### src/design/bnhs_pkg.sv
// ----------------------------------------------------------------------------
// bnhs_pkg
// Shared codes and types for the bounded navigation history stack unit.
// ----------------------------------------------------------------------------
package bnhs_pkg;

  localparam int ACTION_W = 3;
  localparam int STATUS_W = 2;

  typedef enum logic [ACTION_W-1:0] {
    ACT_UP       = 3'd0,
    ACT_DOWN     = 3'd1,
    ACT_REPL_CUR = 3'd2,
    ACT_REPL_ALL = 3'd3,
    ACT_CLEAR    = 3'd4
  } action_t;

  typedef enum logic [STATUS_W-1:0] {
    ST_DONE     = 2'd0,
    ST_POPPED   = 2'd1,
    ST_REJECTED = 2'd2
  } status_t;

  typedef enum logic {
    FSM_IDLE,
    FSM_FETCH
  } fsm_t;

endpackage

### src/design/bnhs_ram.sv
// ----------------------------------------------------------------------------
// bnhs_ram
// Generic single-write, single-read memory with registered read data.
// ----------------------------------------------------------------------------
module bnhs_ram #(
  parameter int WIDTH = 32,
  parameter int DEPTH = 16
) (
  input  logic                     clk,
  input  logic                     we,
  input  logic [$clog2(DEPTH)-1:0] waddr,
  input  logic [WIDTH-1:0]         wdata,
  input  logic                     re,
  input  logic [$clog2(DEPTH)-1:0] raddr,
  output logic [WIDTH-1:0]         rdata
);

  logic [WIDTH-1:0] mem [DEPTH];

  always_ff @(posedge clk) begin
    if (we) begin
      mem[waddr] <= wdata;
    end
    if (re) begin
      rdata <= mem[raddr];
    end
  end

endmodule

### src/design/bounded_navigation_history_stack_unit.sv
// ----------------------------------------------------------------------------
// bounded_navigation_history_stack_unit
// Bounded stack of location keys driven by up, down and replace commands.
// ----------------------------------------------------------------------------
// A command is taken when start is high and busy is low; its result appears
// on the result ports for one cycle with done high, and must be taken then.
// For most commands the result shows in the cycle after the command, and
// a new command may be issued in that same cycle. A pop that leaves two
// or more entries holds busy high in the FETCH state while the new up
// entry is read from the registered read port of the history memory.
// The two newest entries are held in registers; the history lives in a
// circular memory whose oldest slot is advanced when a push overflows.
// ----------------------------------------------------------------------------
module bounded_navigation_history_stack_unit #(
  parameter int HISTORY_DEPTH = 16,
  parameter int KEY_BITS      = 32
) (
  input  logic                                clk,
  input  logic                                rst,
  input  logic                                start,
  output logic                                busy,
  input  logic [bnhs_pkg::ACTION_W-1:0]       action,
  input  logic [KEY_BITS-1:0]                 key,
  output logic                                done,
  output logic [bnhs_pkg::STATUS_W-1:0]       status,
  output logic [$clog2(HISTORY_DEPTH+1)-1:0]  depth_now,
  output logic                                up_valid,
  output logic [KEY_BITS-1:0]                 up_key
);

  import bnhs_pkg::*;

  localparam int AW = $clog2(HISTORY_DEPTH);
  localparam int CW = $clog2(HISTORY_DEPTH + 1);
  localparam logic [CW-1:0] FULL = CW'(HISTORY_DEPTH);
  localparam logic [CW-1:0] TWO  = CW'(2);
  localparam logic [CW-1:0] ONE  = CW'(1);

  function automatic logic [AW-1:0] slot(input logic [AW-1:0] b, input logic [AW-1:0] o);
    logic [AW:0] s;
    s = {1'b0, b} + {1'b0, o};
    if (s >= (AW+1)'(HISTORY_DEPTH)) begin
      s = s - (AW+1)'(HISTORY_DEPTH);
    end
    return s[AW-1:0];
  endfunction

  fsm_t                state, state_next;
  logic [CW-1:0]       fill, fill_next;
  logic [AW-1:0]       base, base_next;
  logic [KEY_BITS-1:0] top, top_next;
  logic [KEY_BITS-1:0] second, second_next;

  logic                we, re;
  logic [AW-1:0]       waddr, raddr;
  logic [KEY_BITS-1:0] rdata;

  logic                emit;
  status_t             res_status;
  logic [CW-1:0]       res_depth;
  logic                res_up_valid;
  logic [KEY_BITS-1:0] res_up_key;

  bnhs_ram #(
    .WIDTH (KEY_BITS),
    .DEPTH (HISTORY_DEPTH)
  ) u_ram (
    .clk   (clk),
    .we    (we),
    .waddr (waddr),
    .wdata (key),
    .re    (re),
    .raddr (raddr),
    .rdata (rdata)
  );

  always_ff @(posedge clk) begin
    if (rst) begin
      state <= FSM_IDLE;
      fill  <= '0;
      base  <= '0;
      done  <= 1'b0;
    end else begin
      state <= state_next;
      fill  <= fill_next;
      base  <= base_next;
      done  <= emit;
    end
  end

  always_ff @(posedge clk) begin
    top    <= top_next;
    second <= second_next;
    if (emit) begin
      status    <= res_status;
      depth_now <= res_depth;
      up_valid  <= res_up_valid;
      up_key    <= res_up_key;
    end
  end

  always_comb begin
    logic [ACTION_W-1:0] act;
    logic                do_push;
    logic                do_pop;
    logic [CW-1:0]       f;

    state_next  = state;
    fill_next   = fill;
    base_next   = base;
    top_next    = top;
    second_next = second;
    we          = 1'b0;
    re          = 1'b0;
    waddr       = slot(base, fill[AW-1:0]);
    raddr       = slot(base, AW'(fill - CW'(3)));
    emit        = 1'b0;
    res_status  = ST_DONE;
    busy        = (state == FSM_FETCH);
    do_push     = 1'b0;
    do_pop      = 1'b0;
    f           = fill;
    act         = action;

    case (state)
      FSM_IDLE: begin
        if (start) begin
          emit = 1'b1;
          if (act == ACT_UP && fill < TWO) begin
            act = ACT_REPL_ALL;
          end
          case (act)
            ACT_UP: begin
              if (key != second) begin
                res_status = ST_REJECTED;
              end else begin
                do_pop = 1'b1;
              end
            end
            ACT_DOWN: begin
              if (!(fill != '0 && key == top)) begin
                do_push = 1'b1;
              end
            end
            ACT_REPL_CUR: begin
              if (fill == '0) begin
                do_push = 1'b1;
              end else if (fill >= TWO && key == second) begin
                do_pop = 1'b1;
              end else begin
                we       = 1'b1;
                waddr    = slot(base, AW'(fill - ONE));
                top_next = key;
              end
            end
            ACT_REPL_ALL: begin
              f       = '0;
              do_push = 1'b1;
            end
            ACT_CLEAR: begin
              fill_next = '0;
            end
            default: begin
              res_status = ST_REJECTED;
            end
          endcase

          if (do_pop) begin
            res_status = ST_POPPED;
            fill_next  = fill - ONE;
            top_next   = second;
            if (fill > TWO) begin
              re         = 1'b1;
              emit       = 1'b0;
              state_next = FSM_FETCH;
            end
          end

          if (do_push) begin
            we          = 1'b1;
            second_next = top;
            top_next    = key;
            if (f == FULL) begin
              waddr     = base;
              base_next = (base == AW'(HISTORY_DEPTH - 1)) ? '0 : base + AW'(1);
              fill_next = f;
            end else begin
              waddr     = slot(base, f[AW-1:0]);
              fill_next = f + ONE;
            end
          end
        end
      end
      FSM_FETCH: begin
        second_next = rdata;
        emit        = 1'b1;
        res_status  = ST_POPPED;
        state_next  = FSM_IDLE;
      end
      default: begin
        state_next = FSM_IDLE;
      end
    endcase

    res_depth    = fill_next;
    res_up_valid = (fill_next >= TWO);
    res_up_key   = res_up_valid ? second_next : '0;
  end

endmodule

### config.mk
export PLATFORM = sky130hd
export DESIGN_NAME = bounded_navigation_history_stack_unit
export DESIGN_NICKNAME = d
export VERILOG_FILES = /design/src/design/bnhs_pkg.sv /design/src/design/bnhs_ram.sv /design/src/design/bounded_navigation_history_stack_unit.sv
export SDC_FILE = /design/constraint.sdc
export NUM_CORES = 1
export LEC_CHECK = 0
export ABC_AREA = 1
export BUFFER_PORTS_ARGS = -buffer_cell sky130_fd_sc_hd__buf_2
export CAP_MARGIN = 10
export CORE_MARGIN = 2
export CORE_UTILIZATION = 61
export DETAILED_ROUTE_END_ITERATION = 8
export PLACE_DENSITY_LB_ADDON = 0.25
export SYNTH_ARGS = -nofsm -noshare
export SYNTH_HDL_FRONTEND = slang
export SYNTH_HIERARCHICAL = 1
export SYNTH_SLANG_ARGS = --single-unit
### constraint.sdc
create_clock -name clk -period 4.95 [get_ports clk]
set_clock_uncertainty 0.15 [all_clocks]
set_input_delay 0.495 -clock clk [delete_from_list [all_inputs] [get_ports clk]]
set_output_delay 0.495 -clock clk [all_outputs]
set_load 0.02 [all_outputs]
# [Word-level counts from Yosys, hierarchy flattened]
# Memory sizes are Yosys's and may differ from the RTL's. A register that Yosys moved wholly into a read port is not among the register bits.
# Cells that the tools add are included.
[word_totals] ff_bits=115 ramBits=512 out_inout_bits=42 elab_cells=119 n_memories=1
[mem_list] memory="u_ram.mem" words=16 width=32 rd=1 rd_ports_with_merged_regs=1 wr=1 line_no="bnhs_ram.sv:18" source="logic [WIDTH-1:0] mem [DEPTH];"
[op_classes] add_sub_neg=12 order_cmp=8 n_eq_ne=11 mux=65 n_bitwise=1 n_reduce_logical=11
[ops] cell="two-way mux 32 bit" count=7
[ops] cell="== test 32 bit" count=2
[ops] cell="case mux 32 bit (2 select lines)" count=1
[ops] cell="two-way mux 4 bit" count=12
[ops] cell="two-way mux 5 bit" count=9
[ops] cell="inequality test 32 bit" count=1
[ops] cell="two-way mux 1 bit" count=24
[ops] cell="adder 4 x 4 -> 5 bit" count=4
[ops] cell="greater-or-equal comparator 5 bit, second input constant" count=4
[ops] cell="subtractor 4 x 1 -> 4 bit, second input constant" count=4
[ops] cell="greater-or-equal comparator 5 x 2 -> 1 bit, second input constant" count=2
[ops] cell="two-way mux 3 bit" count=3
[ops] cell="case mux 2 bit (2 select lines)" count=2
[ops] cell="== test 3 x 2 -> 1 bit, second input constant" count=2
[ops] cell="logical NOT 3 bit" count=2
[ops] cell="two-way mux 2 bit" count=3
[ops] cell="inequality test 3 x 1 -> 1 bit, second input constant" count=2
[ops] cell="case mux 1 bit (2 select lines)" count=3
[ops] cell="adder 5 x 1 -> 5 bit, second input constant" count=1
[ops] cell="== test 5 bit, second input constant" count=1
[ops] cell="greater-than comparator 5 x 2 -> 1 bit, second input constant" count=1
[ops] cell="logical NOT 5 bit" count=1
[ops] cell="< comparator 5 x 2 -> 1 bit, second input constant" count=1
[ops] cell="AND reduction 5 bit" count=1
[ops] cell="other kinds (13)" count=15

# [Depth between registers and ports, before layout]
# Gate-level depths: netlist of the first run.
[depth] depth_word=16 ltp_mapped=23 ltp_nobuf=22

# [Hierarchy]
# The synthesis of the first run kept the hierarchy.
[modules_own_cells] module="bnhs_ram" instances=1 cells_per_inst=2120 area_per_inst_um2=23050.9 seq_area_each_um2=16335.7
[modules_own_cells] module="bounded_navigation_history_stack_unit" instances=1 cells_per_inst=950 area_per_inst_um2=6891.6 seq_area_each_um2=3022.9

# [Least setup slack after synthesis of the first run]
# Ideal clock, no wire load.
[synth_timing] kind="input to register" startpoint="in action[0] (netlist name)" endpoint="mem u_ram.mem[12][0] (enable)" setup_time_ns=0.421 arrival_ns=3.726 path_slack_ns=0.653 path_stages=21 n_path_buf=0 path_cell_list="inv_1 > nand2_1 > nor2_1 > nand2_2 > nand2_2 > nand3_4 > nand2_1 > inv_1 > ha_1 > inv_1 > o21bai_1 > inv_1 > nand2_1 > nand2_1 > nand2_1 > nand2_1 > nand2_1 > nand2_1 > a21oi_1 > nand3_1 > nor2_1"
[synth_via] elab_chain_len=16 word_cells_on_any_way=30
[synth_rtl] item="start: declaration" line_no="bounded_navigation_history_stack_unit.sv:22" source="input logic [bnhs_pkg::ACTION_W-1:0] action,"
[synth_rtl] item="logical NOT 3 bit" line_no="bounded_navigation_history_stack_unit.sv:129" source="if (act == ACT_UP && fill < TWO) begin"
[synth_rtl] item="logical AND 1 bit" line_no="bounded_navigation_history_stack_unit.sv:129"
[synth_rtl] item="two-way mux 3 bit *" line_no="bounded_navigation_history_stack_unit.sv:129"
[synth_rtl] item="two-way mux 3 bit *" line_no="bounded_navigation_history_stack_unit.sv:127" source="if (start) begin"
[synth_rtl] item="two-way mux 3 bit *" line_no="bounded_navigation_history_stack_unit.sv:125" source="case (state)"
[synth_rtl] item="== test 3 x 2 -> 1 bit" line_no="bounded_navigation_history_stack_unit.sv:132" source="case (act)"
[synth_rtl] item="two-way mux 5 bit" line_no="bounded_navigation_history_stack_unit.sv:132"
[synth_rtl] item="two-way mux 5 bit" line_no="bounded_navigation_history_stack_unit.sv:127"
[synth_rtl] item="two-way mux 5 bit" line_no="bounded_navigation_history_stack_unit.sv:125"
[synth_rtl] item="adder 4 x 4 -> 5 bit" line_no="bounded_navigation_history_stack_unit.sv:41" source="s = {1'b0, b} + {1'b0, o};"
[synth_rtl] item="subtractor 4 x 1 -> 4 bit / greater-or-equal comparator 5 bit (equally long branches)" line_no="bounded_navigation_history_stack_unit.sv:43, bounded_navigation_history_stack_unit.sv:42"
[synth_rtl] item="two-way mux 4 bit" line_no="bounded_navigation_history_stack_unit.sv:42" source="if (s >= (AW+1)'(HISTORY_DEPTH)) begin"
[synth_rtl] item="two-way mux 4 bit" line_no="bounded_navigation_history_stack_unit.sv:183" source="if (f == FULL) begin"
[synth_rtl] item="two-way mux 4 bit *" line_no="bounded_navigation_history_stack_unit.sv:179" source="if (do_push) begin"
[synth_rtl] item="two-way mux 4 bit *" line_no="bounded_navigation_history_stack_unit.sv:127"
[synth_rtl] item="two-way mux 4 bit *" line_no="bounded_navigation_history_stack_unit.sv:125"
[synth_rtl] item="named net waddr[3]" line_no="bounded_navigation_history_stack_unit.sv:55" source="logic [AW-1:0] waddr, raddr;"
[synth_rtl] item="end: declaration" line_no="bnhs_ram.sv:18"
# Mark *: on every way through the listed nets, which the timed path passes. The rest lies on a longest branch. The select of a mux whose other input is x is not followed.

# [Final worst setup path of the first run]
[layout_timing] startpoint="reg fill[1]" endpoint="mem u_ram.mem[15][1] (enable)"
[layout_via] elab_chain_len=16 word_cells_on_any_way=50
[layout_rtl] item="start: declaration" line_no="bounded_navigation_history_stack_unit.sv:49" source="logic [CW-1:0] fill, fill_next;"
[layout_rtl] item="start signal: assignment" line_no="bounded_navigation_history_stack_unit.sv:85" source="fill <= fill_next;"
[layout_rtl] item="< comparator 5 x 2 -> 1 bit" line_no="bounded_navigation_history_stack_unit.sv:129"
[layout_rtl] item="logical AND 1 bit" line_no="bounded_navigation_history_stack_unit.sv:129"
[layout_rtl] item="two-way mux 3 bit" line_no="bounded_navigation_history_stack_unit.sv:129"
[layout_rtl] item="two-way mux 3 bit" line_no="bounded_navigation_history_stack_unit.sv:127"
[layout_rtl] item="two-way mux 3 bit" line_no="bounded_navigation_history_stack_unit.sv:125"
[layout_rtl] item="== test 3 x 2 -> 1 bit" line_no="bounded_navigation_history_stack_unit.sv:132"
[layout_rtl] item="two-way mux 5 bit" line_no="bounded_navigation_history_stack_unit.sv:132"
[layout_rtl] item="two-way mux 5 bit" line_no="bounded_navigation_history_stack_unit.sv:127"
[layout_rtl] item="two-way mux 5 bit" line_no="bounded_navigation_history_stack_unit.sv:125"
[layout_rtl] item="adder 4 x 4 -> 5 bit" line_no="bounded_navigation_history_stack_unit.sv:41"
[layout_rtl] item="subtractor 4 x 1 -> 4 bit / greater-or-equal comparator 5 bit (equally long branches)" line_no="bounded_navigation_history_stack_unit.sv:43, bounded_navigation_history_stack_unit.sv:42"
[layout_rtl] item="two-way mux 4 bit" line_no="bounded_navigation_history_stack_unit.sv:42"
[layout_rtl] item="two-way mux 4 bit" line_no="bounded_navigation_history_stack_unit.sv:183"
[layout_rtl] item="two-way mux 4 bit" line_no="bounded_navigation_history_stack_unit.sv:179"
[layout_rtl] item="two-way mux 4 bit" line_no="bounded_navigation_history_stack_unit.sv:127"
[layout_rtl] item="two-way mux 4 bit *" line_no="bounded_navigation_history_stack_unit.sv:125"
[layout_rtl] item="named net waddr[3]" line_no="bounded_navigation_history_stack_unit.sv:55"
# Marked as above.

==> results of run 1 <==
metrics by stage:
stage	setup WS [ns]	instances
6_report	0.554	3787
5_1_grt	0.261	3787
4_1_cts	0.670	3787
3_5_place_dp	0.572	3669
3_3_place_gp	0.678	3669
2_1_floorplan	0.653	3070
cells by family (layout without fill, tap and decap cells):
| logic type | after synthesis | count (layout) | synth area share (%) |
|---|---|---|---|
| AND/OR/NAND/NOR | 1532 | 1532 | 21.4 |
| XOR/XNOR | 43 | 43 | 1.26 |
| buffers and inverters | 746 | 841 | 10.5 |
| adder cells (fa/ha/maj) | 18 | 18 | 0.827 |
| AO/OA/AOI/OAI | 72 | 72 | 1.30 |
| flip-flops | 659 | 659 | 64.7 |
flip-flops by register name (all words and copies together) (netlist names):
signal,flops
top,32
status,2
done,1
u_ram/rdata,32
base,4
up_key,32
busy,1
up_valid,1
u_ram/mem,512
second,32
fill,5
depth_now,5
worst max path at each step:
stage / startpoint / to / slack [ns] / cells after the start
CTS: fill[1]$_SDFF_PP0_ / u_ram/mem[15][3]$_DFFE_PP_ / 0.67 / 14
finish: fill[1]$_SDFF_PP0_ / u_ram/mem[15][1]$_DFFE_PP_ / 0.55 / 14
detailed placement: action[0] / u_ram/mem[15][9]$_DFFE_PP_ / 0.57 / 23
global placement: action[0] / u_ram/mem[13][10]$_DFFE_PP_ / 0.68 / 23
floorplan: action[0] / u_ram/mem[12][0]$_DFFE_PP_ / 0.65 / 21
global route: fill[1]$_SDFF_PP0_ / u_ram/mem[15][2]$_DFFE_PP_ / 0.26 / 14
layer usage:
layer  share of wire, %  global-route usage (%)  up-vias
met5              0.013                       0        -
met4                3.4                    12.5        2
met3                 10                    5.71      198
met2                 47                    48.7     1176
met1                 40                    41.9    10200
li1                   -                       -     9834
cells in the final DEF (no fill, tap or decap), types with 11 or more instances in the layout:
cell type,synthesis,layout
a21oi_1,19,19
nor2_1,104,87
buf_4,6,47
xnor2_1,28,28
edfxtp_1,616,616
inv_1,580,578
o21ai_0,34,34
nand2_1,951,949
clkbuf_1,58,11
nand3_1,436,436
xor2_1,15,13
clkbuf_16,0,70
buf_2,45,79
o21ai_1,11,11
dfxtp_1,43,43
clkinv_1,1,12
nor2_4,1,18
ha_1,15,14
final cells by class:
class                   count  area share, %
inverters                 587           6.68
multi-input cells        1665           23.0
clock inverters            34           1.08
flip-flops and latches    659           58.5
repair buffers            136           2.86
clock buffers              84           5.54
well taps                 622           2.35
power by group through the flow:
stage                     clock network (uW)  logic [uW]  registers, uW
after floorplan                            0        1070           6550
after global routing                    5340        1890           6400
final                                   5080        1740           6390
after detailed placement                   0        1690           6500
after CTS                               5130        1710           6390
after global placement                     0        1660           6500
worst max-delay path: stages (launching register included):
cell and delay [ns]:
dfxtp_1 0.50, inv_1 0.18, ha_1 0.24, nand2_1 0.08, nor2_1 0.11, nor2_1 0.23
nand2_1 0.09, a21oi_1 0.45, nor2_1 0.09, a21oi_1 0.16, o21ai_0 0.10, a21oi_1 0.35
nand3_1 0.41, nor2_4 0.55, buf_4 0.37
==> flow_metrics.env, run 1 <==
export IMPL_status="finished clean"
export IMPL_wl_per_cell_um=20.2
export IMPL_hold_path_class="in -> reg"
export IMPL_postSynthCellCount=3070
export IMPL_numClockSinks=659
export IMPL_critPathLaunchType="flop"
export IMPL_drv_slew=0
export IMPL_placed_cell_area_um2=30900
export IMPL_vias_per_cell=5.65
export IMPL_ff_latch_area_um2=19400
export IMPL_timing_rr_end="u_ram/mem[15][1]$_DFFE_PP_"
export IMPL_fin_util_pct=68.1
export IMPL_die_width_um=226
export IMPL_synth_edf_count=616
export IMPL_cts_hold_buffers=0
export IMPL_route_detailed_drc=0
export IMPL_rr_startpoint="fill[1]$_SDFF_PP0_"
export IMPL_wl_um=76700
export IMPL_fill_cells=3551
export IMPL_endpoint_kind="flop"
export IMPL_yosysTopAreaCellShare_pct=61.8
export IMPL_pwr_share_seq_pct=48.4
export IMPL_synth_main_ff_cell="edfxtp_1"
export IMPL_grt_setup_unrepaired="no"
export IMPL_cts_max_path_buffers=3
export IMPL_grt_pass1_vias=20600
export IMPL_start_util_pct=61.6
export IMPL_synth_fp_nets=3126
export IMPL_maxCapViolCount=0
export IMPL_synth_area_leaders="edfxtp_1 62%, nand2_1 12%, nand3_1 7.3%"
export IMPL_p_switching_uw=3410
export IMPL_synth_common_cells="951 x nand2_1, 616 x edfxtp_1, 580 x inv_1"
export IMPL_synth_warnings=6
export IMPL_postRouteAntennaNets=0
export IMPL_first_pass_iters=5
export IMPL_grt_total_usage_pct=30.6
export IMPL_power_frac_comb_pct=13.2
export IMPL_clk_latency_ns=0.60
export IMPL_grt_overflow=0
export IMPL_worstSetupPathType="reg -> reg"
export IMPL_grt_pass1_wl_um=117000
export IMPL_antenna_found_initial=2
export IMPL_hold_depth=1
export IMPL_power_uw=13200
export IMPL_hp_start="key[5]"
export IMPL_clkPwrFrac_pct=38.4
export IMPL_htreeDepth=3
export IMPL_crit_fanout=13
export IMPL_areaGrowthSynthToFinish_pct=10.6
export IMPL_yosysMostFrequentCell="nand2_1"
export IMPL_diodes=0
export IMPL_num_io_pins=80
export IMPL_leakage_uw=0.0147
export IMPL_hold_path_end="top[5]$_DFFE_PP_"
export IMPL_ctsResizeCount=0
export IMPL_peakVddDrop_uv=249
export IMPL_core_um2=48600
export IMPL_yosysUniqueCellTypes=41
export IMPL_tightest_slew_ns=1.12
export IMPL_final_area_um2=33100
export IMPL_crit_arrival_ns=4.52
export IMPL_yosys_area_top_type="edfxtp_1"
export IMPL_syn_avg_cell_area_um2=9.75
export IMPL_finalSetupViolations=0
export IMPL_routabilityCongestion=0.919
export IMPL_rows=81
export IMPL_power_density_nw_per_um2=399
export IMPL_syn_area_um2=29900
export IMPL_setup_tns_ns=0
export IMPL_intPower_uw=9790
export IMPL_ys_seq_area_share_pct=64.7
export IMPL_first_iter_violations=2462
export IMPL_numCtsBuffers=67
export IMPL_port_buffer_count=79
export IMPL_synthArstFlopShare_pct=0
export IMPL_cts_setup_buffers=0
export IMPL_finalCritPeriodShare_pct=88.8
export IMPL_reg2regPathDepth=14
export IMPL_final_min_clock_period_ns=4.40
export IMPL_fin_nets=3172
export IMPL_dieArea_um2=50900
export IMPL_r2r_slack_ns=0.55
export IMPL_slew_headroom_pct=25.2
export IMPL_grt_max_degree=149
export IMPL_root_buffer="clkbuf_16"
export IMPL_fmax_mhz=227
export IMPL_ys_ff_latch=659
export IMPL_hpwlAfterDp_um=44200
export IMPL_vias=21400
export IMPL_switching_share_pct=25.9
export IMPL_multi_input_area_um2=7620
export IMPL_clkTransAtPathRegs_ns=0.07
export IMPL_die_h_um=226
export IMPL_cts_tree="built"
export IMPL_hold_violations=0
export IMPL_whs_ns=0.00703
export IMPL_layout_drive_gt1_share_pct=8.85
export IMPL_critical_path_required_ns=5.08
(Power assumes the default switching activity.)
==> run 2: changes to the inputs <==
CELL_PAD_IN_SITES_DETAIL_PLACEMENT = 1   (was default)
CELL_PAD_IN_SITES_GLOBAL_PLACEMENT = 1   (was default)
CORE_UTILIZATION = 49   (was 61)
==> flow_metrics.env, run 2 (same netlist as run 1, synthesis figures left out) <==
export IMPL_status="finished clean"
export IMPL_crit_fanout=20
export IMPL_hold_path_class="in -> reg"
export IMPL_peakVddDrop_uv=280
export IMPL_clkTransAtPathRegs_ns=0.06
export IMPL_leakage_uw=0.0147
export IMPL_critical_path_required_ns=5.05
export IMPL_cts_tree="built"
export IMPL_slew_headroom_pct=18.0
export IMPL_grt_pass1_vias=23400
export IMPL_grt_setup_unrepaired="no"
export IMPL_endpoint_kind="flop"
export IMPL_layout_drive_gt1_share_pct=8.66
export IMPL_largest_reg_flops=512
export IMPL_dieArea_um2=63100
export IMPL_largest_register="u_ram/mem"
export IMPL_core_um2=60400
export IMPL_wl_per_cell_um=23.4
export IMPL_final_area_um2=33400
export IMPL_grt_total_usage_pct=29.8
export IMPL_cts_hold_buffers=0
export IMPL_drv_slew=0
export IMPL_fin_util_pct=55.3
export IMPL_die_width_um=251
export IMPL_whs_ns=0.0541
export IMPL_postRouteAntennaNets=0
export IMPL_root_buffer="clkbuf_16"
export IMPL_die_h_um=251
export IMPL_antenna_found_initial=1
export IMPL_crit_arrival_ns=4.50
export IMPL_rows=90
export IMPL_vias_per_cell=5.45
export IMPL_finalCritPeriodShare_pct=89.1
export IMPL_final_common_cell="nand2_1"
export IMPL_cts_setup_buffers=0
export IMPL_start_util_pct=49.6
export IMPL_ctsResizeCount=0
export IMPL_port_buffer_count=79
export IMPL_numClockSinks=659
export IMPL_numCtsBuffers=73
export IMPL_finalSetupViolations=0
export IMPL_tightest_slew_ns=1.23
export IMPL_route_detailed_drc=0
export IMPL_hpwlAfterDp_um=56300
export IMPL_placed_cell_area_um2=31100
export IMPL_worstSetupPathType="reg -> reg"
export IMPL_diodes=0
export IMPL_fmax_mhz=227
export IMPL_final_min_clock_period_ns=4.41
export IMPL_first_pass_iters=5
export IMPL_first_iter_violations=1670
export IMPL_power_density_nw_per_um2=402
export IMPL_final_cell_mix="949 x nand2_1, 616 x edfxtp_1, 577 x inv_1"
export IMPL_num_io_pins=80
export IMPL_areaGrowthSynthToFinish_pct=11.4
export IMPL_htreeDepth=3
export IMPL_maxCapViolCount=0
export IMPL_hold_violations=0
export IMPL_routabilityCongestion=0.879
export IMPL_clk_latency_ns=0.62
export IMPL_cts_max_path_buffers=3
export IMPL_grt_overflow=0
export IMPL_vias=21600
export IMPL_fin_nets=3174
export IMPL_grt_max_degree=207
export IMPL_setup_tns_ns=0
export IMPL_wl_um=92600
export IMPL_critPathLaunchType="flop"
export IMPL_grt_pass1_wl_um=140000
run 2: cell count changes in the layout (fill, tap and decap cells not counted), sizes merged:
| cell | previous run | this run |
|---|---|---|
| inv | 586 | 588 |
| clkbuf | 84 | 91 |
| clkinvlp | 5 | 2 |
| clkinv | 23 | 34 |
| buf | 136 | 132 |
| bufinv | 7 | 3 |
run 2: layout make-up:
type,count,area [um2]
timing repair buffer,132,956
fill,6669,27000
multi-input combinational,1665,7620
clock buffer,91,1960
clock inverter,40,279
tap,782,978
sequential,659,19400
inverter,587,2210
run 2: per-layer routing:
layer / global-route usage [%] / vias up / part of all wire [%]
met5: 0 / - / 0.015
met4: 13.1 / 2 / 4.3
met3: 4.47 / 215 / 5.3
met2: 52.7 / 612 / 51
met1: 36.2 / 10900 / 39
li1: - / 9842 / -
run 2: worst paths after layout:
path | startpoint | endpoint | slack, ns | cells after the start
setup / recovery | fill[1]$_SDFF_PP0_ | u_ram/mem[4][17]$_DFFE_PP_ | 0.54 | 14
hold / removal | rst | fill[2]$_SDFF_PP0_ | 0.05 | 2
setup reg to reg | fill[1]$_SDFF_PP0_ | u_ram/mem[4][17]$_DFFE_PP_ | 0.54 | 14
hold reg to reg | u_ram/rdata[11]$_DFFE_PP_ | second[11]$_DFF_P_ | 0.38 | 2
run 2: stage by stage:
| stage | worst slack [ns] | power (uW) | instances |
|---|---|---|---|
| floorplan | 0.653 | 7620 | 3070 |
| global placement | 0.708 | 8230 | 3825 |
| detailed placement | 0.547 | 8310 | 3825 |
| CTS | 0.659 | 13500 | 3956 |
| global route | 0.313 | 13900 | 3956 |
| finish | 0.541 | 13400 | 3956 |
run 2: critical path, cell delays in order, from the launching register on:
cell and delay (ns):
dfxtp_1 0.51, inv_1 0.20, ha_1 0.23, nand2_1 0.06
nor2_1 0.10, nor2_1 0.27, nand2_1 0.10, a21oi_1 0.55
o21ai_0 0.21, nand2_1 0.09, nand2_1 0.05, a21oi_1 0.30
nand3b_1 0.44, nor2_4 0.23, buf_4 0.49
run 2: where the power goes:
group	switching, uW	internal (uW)
Sequential	94.5	6320
Clock	2220	2960
Combinational	1330	485
Total	3640	9760
